$ cat src/rtl/core/lgl_pkg.sv
// Package for the luma gamma table pixel block.
// Holds the item class codes, the queue entry type, matrix constants and the clamp helper.
// No dependencies.
`default_nettype none

package lgl_pkg;

    // Input item action codes.
    localparam logic ACTION_LOAD  = 1'b0;
    localparam logic ACTION_PIXEL = 1'b1;

    // Register byte addresses.
    localparam int          PADDR_W       = 3;
    localparam logic [2:0]  ADDR_BYPASS   = 3'd0;
    localparam logic [2:0]  ADDR_RGB_MODE = 3'd4;

    localparam int LUT_ENTRIES = 256;
    localparam int LUT_ADDR_W  = $clog2(LUT_ENTRIES);

    // Forward BT.601 matrix (RGB to YCbCr), shift right by 8 after the sum.
    localparam int YCC_Y_A  = 66;
    localparam int YCC_Y_B  = 129;
    localparam int YCC_Y_C  = 25;
    localparam int YCC_Y_K  = 4096;
    localparam int YCC_U_A  = -38;
    localparam int YCC_U_B  = -74;
    localparam int YCC_U_C  = 112;
    localparam int YCC_U_K  = 32768;
    localparam int YCC_V_A  = 112;
    localparam int YCC_V_B  = -94;
    localparam int YCC_V_C  = -18;
    localparam int YCC_V_K  = 32768;

    // Inverse matrix (YCbCr to RGB); terms with a zero coefficient are left out.
    localparam int RGB_Y    = 298;
    localparam int RGB_R_V  = 409;
    localparam int RGB_R_K  = -57068;
    localparam int RGB_G_U  = -100;
    localparam int RGB_G_V  = -208;
    localparam int RGB_G_K  = 34707;
    localparam int RGB_B_U  = 516;
    localparam int RGB_B_K  = -70870;

    typedef enum logic [1:0] {
        OP_LOAD,
        OP_PASS,
        OP_LUMA,
        OP_RGB
    } op_t;

    typedef struct packed {
        logic bypass;
        logic rgb_mode;
    } cfg_t;

    // One classified item as it travels from the front part to the back part.
    // lut_addr is the write index for a load and the read index for a mapped pixel.
    typedef struct packed {
        op_t                    op;
        logic [LUT_ADDR_W-1:0]  lut_addr;
        logic [7:0]             lut_value;
        logic [7:0]             comp_a;
        logic [7:0]             comp_b;
        logic [7:0]             comp_c;
        logic signed [9:0]      cb;
        logic signed [9:0]      cr;
    } entry_t;

    function automatic logic [7:0] clamp8(input logic signed [11:0] x);
        logic [7:0] r;
        if (x < 12'sd0) begin
            r = 8'd0;
        end else if (x > 12'sd255) begin
            r = 8'd255;
        end else begin
            r = x[7:0];
        end
        return r;
    endfunction

endpackage

`default_nettype wire

$ cat src/rtl/core/lgl_front.sv
// Front part: classifies an incoming item and runs the forward color matrix.
// Depends on lgl_pkg.
`default_nettype none

module lgl_front (
    input  wire logic [7:0]     s_lut_index,
    input  wire logic           s_action,
    input  wire logic [7:0]     s_lut_value,
    input  wire logic [7:0]     s_comp_a,
    input  wire logic [7:0]     s_comp_b,
    input  wire logic [7:0]     s_comp_c,
    input  wire lgl_pkg::cfg_t  cfg,
    output lgl_pkg::entry_t     entry
);
    import lgl_pkg::*;

    logic signed [17:0] a_s, b_s, c_s;
    logic signed [17:0] y_sum, u_sum, v_sum;
    logic signed [9:0]  y_sh;
    logic [7:0]         y_clamped;

    assign a_s = signed'(18'(s_comp_a));
    assign b_s = signed'(18'(s_comp_b));
    assign c_s = signed'(18'(s_comp_c));

    assign y_sum = 18'(a_s * YCC_Y_A + b_s * YCC_Y_B + c_s * YCC_Y_C + YCC_Y_K);
    assign u_sum = 18'(a_s * YCC_U_A + b_s * YCC_U_B + c_s * YCC_U_C + YCC_U_K);
    assign v_sum = 18'(a_s * YCC_V_A + b_s * YCC_V_B + c_s * YCC_V_C + YCC_V_K);

    assign y_sh      = 10'(y_sum >>> 8);
    assign y_clamped = clamp8(12'(y_sh));

    always_comb begin
        entry.lut_value = s_lut_value;
        entry.comp_a    = s_comp_a;
        entry.comp_b    = s_comp_b;
        entry.comp_c    = s_comp_c;
        entry.cb        = 10'(u_sum >>> 8);
        entry.cr        = 10'(v_sum >>> 8);
        if (s_action == ACTION_LOAD) begin
            entry.op       = OP_LOAD;
            entry.lut_addr = s_lut_index;
        end else if (cfg.bypass) begin
            entry.op       = OP_PASS;
            entry.lut_addr = s_comp_a;
        end else if (!cfg.rgb_mode) begin
            entry.op       = OP_LUMA;
            entry.lut_addr = s_comp_a;
        end else begin
            entry.op       = OP_RGB;
            entry.lut_addr = y_clamped;
        end
    end

endmodule

`default_nettype wire

$ cat src/rtl/core/lgl_queue.sv
// Short FIFO of classified items between the front and back parts.
// Depends on lgl_pkg for the entry type.
`default_nettype none

module lgl_queue #(
    parameter int DEPTH = 4
) (
    input  wire logic             aclk,
    input  wire logic             aresetn,
    input  wire logic             push_valid,
    output logic                  push_ready,
    input  wire lgl_pkg::entry_t  push_data,
    output logic                  pop_valid,
    input  wire logic             pop_ready,
    output lgl_pkg::entry_t       pop_data
);
    import lgl_pkg::*;

    localparam int PTR_W = $clog2(DEPTH);
    localparam int CNT_W = $clog2(DEPTH + 1);

    entry_t             slots_reg [DEPTH];
    logic [PTR_W-1:0]   wr_ptr_reg, wr_ptr_next;
    logic [PTR_W-1:0]   rd_ptr_reg, rd_ptr_next;
    logic [CNT_W-1:0]   count_reg, count_next;
    logic               do_push, do_pop;

    assign push_ready = (count_reg != CNT_W'(DEPTH));
    assign pop_valid  = (count_reg != '0);
    assign pop_data   = slots_reg[rd_ptr_reg];
    assign do_push    = push_valid && push_ready;
    assign do_pop     = pop_valid && pop_ready;

    always_comb begin
        wr_ptr_next = wr_ptr_reg;
        rd_ptr_next = rd_ptr_reg;
        count_next  = count_reg;
        if (do_push) begin
            wr_ptr_next = (wr_ptr_reg == PTR_W'(DEPTH - 1)) ? '0 : wr_ptr_reg + 1'b1;
        end
        if (do_pop) begin
            rd_ptr_next = (rd_ptr_reg == PTR_W'(DEPTH - 1)) ? '0 : rd_ptr_reg + 1'b1;
        end
        if (do_push && !do_pop) begin
            count_next = count_reg + 1'b1;
        end else if (do_pop && !do_push) begin
            count_next = count_reg - 1'b1;
        end
    end

    always_ff @(posedge aclk) begin
        if (!aresetn) begin
            wr_ptr_reg <= '0;
            rd_ptr_reg <= '0;
            count_reg  <= '0;
        end else begin
            wr_ptr_reg <= wr_ptr_next;
            rd_ptr_reg <= rd_ptr_next;
            count_reg  <= count_next;
        end
    end

    always_ff @(posedge aclk) begin
        if (do_push) begin
            slots_reg[wr_ptr_reg] <= push_data;
        end
    end

    a_count_bound: assert property (@(posedge aclk) disable iff (!aresetn)
        count_reg <= CNT_W'(DEPTH))
        else $error("queue count exceeds depth");

    a_push_only_grows: assert property (@(posedge aclk) disable iff (!aresetn)
        (do_push && !do_pop) |=> (count_reg == $past(count_reg) + 1'b1))
        else $error("queue count did not grow on push");

    a_pointers_agree: assert property (@(posedge aclk) disable iff (!aresetn)
        (count_reg == '0) |-> (wr_ptr_reg == rd_ptr_reg))
        else $error("empty queue with pointers apart");

endmodule

`default_nettype wire

$ cat src/rtl/core/lgl_back.sv
// Back part: gamma table memory, table read stage and the inverse color matrix
// with clamping into the output register. Depends on lgl_pkg.
`default_nettype none

module lgl_back (
    input  wire logic             aclk,
    input  wire logic             aresetn,
    input  wire logic             q_valid,
    output logic                  q_ready,
    input  wire lgl_pkg::entry_t  q_entry,
    output logic                  m_valid,
    input  wire logic             m_ready,
    output logic [7:0]            m_out_a,
    output logic [7:0]            m_out_b,
    output logic [7:0]            m_out_c
);
    import lgl_pkg::*;

    logic [7:0]         lut_mem [LUT_ENTRIES];
    logic [7:0]         lut_q_reg;

    logic               s1_valid_reg;
    op_t                s1_op_reg;
    logic [7:0]         s1_a_reg, s1_b_reg, s1_c_reg;
    logic signed [9:0]  s1_cb_reg, s1_cr_reg;

    logic               out_valid_reg;
    logic [7:0]         out_a_reg, out_b_reg, out_c_reg;
    logic [7:0]         out_a_next, out_b_next, out_c_next;

    logic               adv1, adv2, do_pop;
    logic signed [19:0] y_s, u_s, v_s;
    logic signed [19:0] r_sum, g_sum, b_sum;

    assign adv2    = !out_valid_reg || m_ready;
    assign adv1    = !s1_valid_reg || adv2;
    assign q_ready = adv1;
    assign do_pop  = q_valid && adv1;

    // Table: loads write it, pixels read it; the read data is registered.
    always_ff @(posedge aclk) begin
        if (do_pop && q_entry.op == OP_LOAD) begin
            lut_mem[q_entry.lut_addr] <= q_entry.lut_value;
        end
    end

    always_ff @(posedge aclk) begin
        if (adv1) begin
            lut_q_reg <= lut_mem[q_entry.lut_addr];
        end
    end

    // Stage 1 holds the pixel while the table is read. Loads end here.
    always_ff @(posedge aclk) begin
        if (!aresetn) begin
            s1_valid_reg <= 1'b0;
        end else if (adv1) begin
            s1_valid_reg <= do_pop && (q_entry.op != OP_LOAD);
        end
    end

    always_ff @(posedge aclk) begin
        if (adv1) begin
            s1_op_reg <= q_entry.op;
            s1_a_reg  <= q_entry.comp_a;
            s1_b_reg  <= q_entry.comp_b;
            s1_c_reg  <= q_entry.comp_c;
            s1_cb_reg <= q_entry.cb;
            s1_cr_reg <= q_entry.cr;
        end
    end

    assign y_s = signed'(20'(lut_q_reg));
    assign u_s = 20'(s1_cb_reg);
    assign v_s = 20'(s1_cr_reg);

    assign r_sum = 20'(y_s * RGB_Y + v_s * RGB_R_V + RGB_R_K);
    assign g_sum = 20'(y_s * RGB_Y + u_s * RGB_G_U + v_s * RGB_G_V + RGB_G_K);
    assign b_sum = 20'(y_s * RGB_Y + u_s * RGB_B_U + RGB_B_K);

    always_comb begin
        case (s1_op_reg)
            OP_LUMA: begin
                out_a_next = lut_q_reg;
                out_b_next = s1_b_reg;
                out_c_next = s1_c_reg;
            end
            OP_RGB: begin
                out_a_next = clamp8(12'(r_sum >>> 8));
                out_b_next = clamp8(12'(g_sum >>> 8));
                out_c_next = clamp8(12'(b_sum >>> 8));
            end
            default: begin
                out_a_next = s1_a_reg;
                out_b_next = s1_b_reg;
                out_c_next = s1_c_reg;
            end
        endcase
    end

    always_ff @(posedge aclk) begin
        if (!aresetn) begin
            out_valid_reg <= 1'b0;
        end else if (adv2) begin
            out_valid_reg <= s1_valid_reg;
        end
    end

    always_ff @(posedge aclk) begin
        if (adv2 && s1_valid_reg) begin
            out_a_reg <= out_a_next;
            out_b_reg <= out_b_next;
            out_c_reg <= out_c_next;
        end
    end

    assign m_valid = out_valid_reg;
    assign m_out_a = out_a_reg;
    assign m_out_b = out_b_reg;
    assign m_out_c = out_c_reg;

    a_load_no_result: assert property (@(posedge aclk) disable iff (!aresetn)
        (do_pop && q_entry.op == OP_LOAD) |=> !s1_valid_reg)
        else $error("load item entered the pixel stage");

    // Pass-through pixels may read entries that were never loaded, so compare with ===.
    a_s1_holds: assert property (@(posedge aclk) disable iff (!aresetn)
        (s1_valid_reg && !adv2) |=> (s1_valid_reg && (lut_q_reg === $past(lut_q_reg))))
        else $error("stalled pixel lost its table data");

    a_no_pop_on_stall: assert property (@(posedge aclk) disable iff (!aresetn)
        (out_valid_reg && !m_ready && s1_valid_reg) |-> !q_ready)
        else $error("queue popped while the pipeline is full");

endmodule

`default_nettype wire

$ cat src/rtl/core/luma_gamma_lut_pixel.sv
// Channel   | Direction | Handshake          | Payload
// s_ (item) | in        | s_valid / s_ready  | s_action, s_lut_index, s_lut_value, s_comp_a..c
// m_ (item) | out       | m_valid / m_ready  | m_out_a, m_out_b, m_out_c
// APB       | in        | psel/penable/pready| paddr, pwrite, pwdata, prdata (bypass, rgb_mode)
//
// One item is taken every cycle while s_ready is high; a pixel accepted at an edge is written into
// the queue, then popped into the table read register and stage 1, then registered in the output
// register, from which it is shown on m_valid. The gamma table memory has one write and one
// registered read port, used by one item a cycle.
// aresetn is synchronous and active low; it empties the queue and pipeline, sets bypass
// and clears rgb_mode. The table keeps no reset value and must be loaded before use.
// A stall on m_ready backs up into the queue; s_ready drops only when the queue is full.
`default_nettype none

module luma_gamma_lut_pixel #(
    parameter int QUEUE_DEPTH = 4
) (
    input  wire logic                       aclk,
    input  wire logic                       aresetn,
    input  wire logic                       s_valid,
    output logic                            s_ready,
    input  wire logic                       s_action,
    input  wire logic [7:0]                 s_lut_index,
    input  wire logic [7:0]                 s_lut_value,
    input  wire logic [7:0]                 s_comp_a,
    input  wire logic [7:0]                 s_comp_b,
    input  wire logic [7:0]                 s_comp_c,
    output logic                            m_valid,
    input  wire logic                       m_ready,
    output logic [7:0]                      m_out_a,
    output logic [7:0]                      m_out_b,
    output logic [7:0]                      m_out_c,
    input  wire logic                       psel,
    input  wire logic                       penable,
    input  wire logic                       pwrite,
    input  wire logic [lgl_pkg::PADDR_W-1:0] paddr,
    input  wire logic [31:0]                pwdata,
    output logic [31:0]                     prdata,
    output logic                            pready
);
    import lgl_pkg::*;

    logic   bypass_reg;
    logic   rgb_mode_reg;
    logic   cfg_write;
    cfg_t   cfg;
    entry_t front_entry;
    entry_t queue_entry;
    logic   queue_valid;
    logic   queue_ready;

    assign pready    = 1'b1;
    assign cfg_write = psel && penable && pwrite;

    always_ff @(posedge aclk) begin
        if (!aresetn) begin
            bypass_reg   <= 1'b1;
            rgb_mode_reg <= 1'b0;
        end else if (cfg_write) begin
            if (paddr == ADDR_BYPASS) begin
                bypass_reg <= pwdata[0];
            end
            if (paddr == ADDR_RGB_MODE) begin
                rgb_mode_reg <= pwdata[0];
            end
        end
    end

    always_comb begin
        unique case (paddr)
            ADDR_BYPASS:   prdata = 32'(bypass_reg);
            ADDR_RGB_MODE: prdata = 32'(rgb_mode_reg);
            default:       prdata = '0;
        endcase
    end

    assign cfg.bypass   = bypass_reg;
    assign cfg.rgb_mode = rgb_mode_reg;

    lgl_front u_front (
        .s_lut_index (s_lut_index),
        .s_action    (s_action),
        .s_lut_value (s_lut_value),
        .s_comp_a    (s_comp_a),
        .s_comp_b    (s_comp_b),
        .s_comp_c    (s_comp_c),
        .cfg         (cfg),
        .entry       (front_entry)
    );

    lgl_queue #(
        .DEPTH (QUEUE_DEPTH)
    ) u_queue (
        .aclk       (aclk),
        .aresetn    (aresetn),
        .push_valid (s_valid),
        .push_ready (s_ready),
        .push_data  (front_entry),
        .pop_valid  (queue_valid),
        .pop_ready  (queue_ready),
        .pop_data   (queue_entry)
    );

    lgl_back u_back (
        .aclk    (aclk),
        .aresetn (aresetn),
        .q_valid (queue_valid),
        .q_ready (queue_ready),
        .q_entry (queue_entry),
        .m_valid (m_valid),
        .m_ready (m_ready),
        .m_out_a (m_out_a),
        .m_out_b (m_out_b),
        .m_out_c (m_out_c)
    );

endmodule

`default_nettype wire
$ cat config.mk
export PLATFORM = sky130hd
export DESIGN_NAME = luma_gamma_lut_pixel
export DESIGN_NICKNAME = d
export VERILOG_FILES = /design/src/rtl/core/lgl_pkg.sv /design/src/rtl/core/lgl_front.sv /design/src/rtl/core/lgl_queue.sv /design/src/rtl/core/lgl_back.sv /design/src/rtl/core/luma_gamma_lut_pixel.sv
export SDC_FILE = /design/constraint.sdc
export NUM_CORES = 2
export LEC_CHECK = 0
export BUFFER_PORTS_ARGS = -buffer_cell sky130_fd_sc_hd__buf_2
export CAP_MARGIN = 0
export CORE_MARGIN = 1.5
export CORE_UTILIZATION = 48
export DETAILED_ROUTE_END_ITERATION = 10
export PLACE_DENSITY = 0.66
export SLEW_MARGIN = 20
export SYNTH_ARGS = -nofsm -noshare
export SYNTH_HDL_FRONTEND = slang
export SYNTH_HIERARCHICAL = 1
export SYNTH_SLANG_ARGS = --single-unit
$ cat constraint.sdc
create_clock -name aclk -period 6.9 [get_ports aclk]
set_input_delay 1.38 -clock aclk [delete_from_list [all_inputs] [get_ports aclk]]
set_output_delay 1.38 -clock aclk [all_outputs]
set_load 0.05 [all_outputs]
==> summary.md <==
| Metric | Value |
|---|---|
| Initial antenna violation count | 12 |
| Max reg flops | 2048 |
| Mapped Area | 109000 sq um |
| Post-synth cell types | 83 |
| DRC viols | 1 |
| Syn Area/Cell | 18.7 sq um |
| Reg2reg setup slack | 0.005 ns |
| Die width | 479 um |
| Clock Path Buffers | 3 |
| # hold bufs at CTS | 0 |
| H-Tree Depth | 4 |
| Endpoint type of the worst setup path | flop |
| Worst Tran Pin Value | 1.25 ns |
| Fmax achieved | 145 MHz |
| Post-placement cell area | 114000 sq um |
| Post-route antenna net violation count | 0 |
| Setup TNS | 0 ns |
| Final wirelength | 257 mm |
| Iteration-0 DRC Markers | 5964 |
| DR pass1 iterations | 8 |
| Yosys warnings | 6 |
| Cell Count, Final, Fillers Out | 9377 |
| Post-synthesis async set-or-reset flop share | 0% |
| Endpoints failing setup | 0 |
| RSZ-0062 raised after global routing | true |
| Overflow after GRT | 0 |
| Period utilization | 99.9% |
| Row Count | 174 |
| Synthesized flop and latch total | 2387 |
| Number of global-route vias before repair | 56000 |
| Worst R2R End | u_back/m_out_a[1] |
| CTS tree | done |
| GP Congestion | 0.842 |
| Hold Path End | u_queue/wr_ptr_reg[0] |
| Nets | 7008 |
| DP Cell Count | 8930 |
| Synth Flop Type | edfxtp_1 |
| Die area | 229000 sq um |
| Overall Global Routing Usage | 22.5% |
| Port bufs | 78 |
| Number of synthesized flops with an enable pin | 2374 |
| Status | finished with violations |
| Max-slew headroom | 16.1% |
| Final Cell Area | 122000 sq um |
| Min-Delay Path Depth | 2 |
| TritonCTS Sinks | 2387 |
| Via count | 55100 |
| Reg clk slew, reported paths | 0.06 ns |
| Synth area leader | edfxtp_1 |
| Post-synth top area share | 65.6% |
| Crit Path Max Fanout | 8 |
| CTS root buffer | clkbuf_16 |
| Synth area leaders | edfxtp_1, mux4_2, ha_1 |
| Gate Count Post-Synth | 5824 |
| Reg2Reg Launch Point | u_back/lut_q_reg[4] |
| WS Path Type | reg -> reg |
| Num CTS Buffers | 230 |
| Layout cells sized above 1 | 23.9% |
| Startpoint Class | flop |
| Worst path required time | 7.42 ns |
| Fillcell total | 17300 |
| I/O pin count | 142 |
| CP startpoint | u_back/lut_q_reg[4] |
| Failing checks | design-rule violations |
| Initial Utilization | 48.3% |
| Drt via density | 5.87 |
| Pin count of the biggest net entering global routing | 209 |
| Routed WL per cell | 27.4 um |
| Post-synthesis sequential area ratio | 65.8% |
| WP data arrival | 7.42 ns |
| Fin. Hold Viols | 0 |
| Hold Crit Start | u_queue/wr_ptr_reg[0] |
| Worst min path class | reg -> reg |
| Slew Limit Fails | 0 |
| Area grow syn2layout | 12.4% |
| First-pass GRT wire length | 379 mm |
| Post-synth top cells | edfxtp_1, mux4_2, ha_1, inv_1, nor2_1 |
| Most frequent cell after synthesis | edfxtp_1 |
| Detail Placement HPWL | 167 mm |
| Chip Height | 479 um |
| Total of max-cap violations | 0 |
| Core box area | 225000 sq um |
| Final Critical Period | 6.89 ns |
| Clk_lat worst skew | 0.92 ns |
| R2R cell count | 25 |
| Clk_skew | 0.132 ns |
layer usage:
metal | up-vias | part of all wire, % | global-route usage, %
met1 | 29100 | 43 | 33.5
met2 | 2073 | 47 | 34.7
met4 | 8 | 2.3 | 5.90
li1 | 23600 | - | -
met5 | - | 0.024 | 0
met3 | 338 | 8.0 | 3.83
critical path: stages, from the launching register on:
cell	delay (ns)
edfxtp_1	0.43
ha_1	0.30
ha_1	0.28
inv_1	0.05
fa_1	0.45
fa_1	0.51
inv_2	0.05
ha_4	0.23
a21oi_4	0.16
o21ai_2	0.08
a211o_1	0.31
and2_4	0.16
o41a_1	0.37
ha_1	0.33
ha_1	0.27
inv_1	0.04
fa_1	0.47
fa_1	0.51
inv_2	0.05
ha_4	0.21
buf_6	0.11
a221o_1	0.37
or2_4	0.26
o41ai_4	0.27
o21ai_4	0.14
a2bb2oi_2	0.18
placed cells by master (no fill, tap or decap), types with 78 or more instances in the layout:
cell	n
a21oi_1	102
buf_2	78
buf_4	279
clkbuf_16	230
edfxtp_1	2374
fa_1	196
ha_1	524
inv_1	483
mux4_2	702
nand2_1	104
nor2_1	340
cell type report:
type / instances / area [sq um] / area share, %
diodes: 1 / 2.50 / 0.00205
well taps: 2992 / 3740 / 3.07
clock inverters: 151 / 1640 / 1.34
flip-flops and latches: 2387 / 71600 / 58.6
inverters: 487 / 1830 / 1.50
clock buffers: 273 / 5920 / 4.85
repair buffers: 386 / 3030 / 2.48
multi-input cells: 2700 / 34400 / 28.2
through the flow:
step           hold slack, ns  worst slack, ns  utilization, %
4_1_cts                 0.501           -0.113            54.2
2_1_floorplan           0.455           0.0240               -
6_report                0.509          0.00549            54.3
5_1_grt                 0.532           -0.242            54.3
3_3_place_gp            0.489           -0.591            50.7
3_5_place_dp            0.494           -0.497            50.7
how the worst max path moves through the flow:
stage | endpoint | depth (start not counted)
finish | u_back/m_out_a[1] | 25
global route | u_back/m_out_a[1] | 25
CTS | u_back/m_out_a[1] | 25
detailed placement | u_back/m_out_a[2] | 28
global placement | u_back/m_out_a[4] | 28
floorplan | u_back/m_out_a[0] | 28
logic make-up (layout without fill, tap and decap cells):
| logic type | after synthesis | in the layout | share of synthesized area (%) |
|---|---|---|---|
| AOI/OAI and AO/OA | 393 | 393 | 2.44 |
| xor gates and xnor gates | 132 | 132 | 1.08 |
| adders and majority gates | 733 | 733 | 9.80 |
| buffers and inverters | 767 | 1297 | 3.02 |
| DFF | 2387 | 2387 | 65.8 |
| muxes | 741 | 741 | 15.1 |
| other | 2 | 33 | 0.00691 |
| and+or+nand+nor | 669 | 669 | 2.75 |
what timing repair did:
action / 4_1_cts / 5_1_grt
buffers inserted: 14 / 7
pin swaps: 22 / 15
gates resized for setup: 35 / 34
endpoints found under the setup margin: 16 / 16
gates cloned: 0 / 0
Power is not shown: default switching activity piles up to over one toggle a cycle in this logic, so the estimate is an artifact.
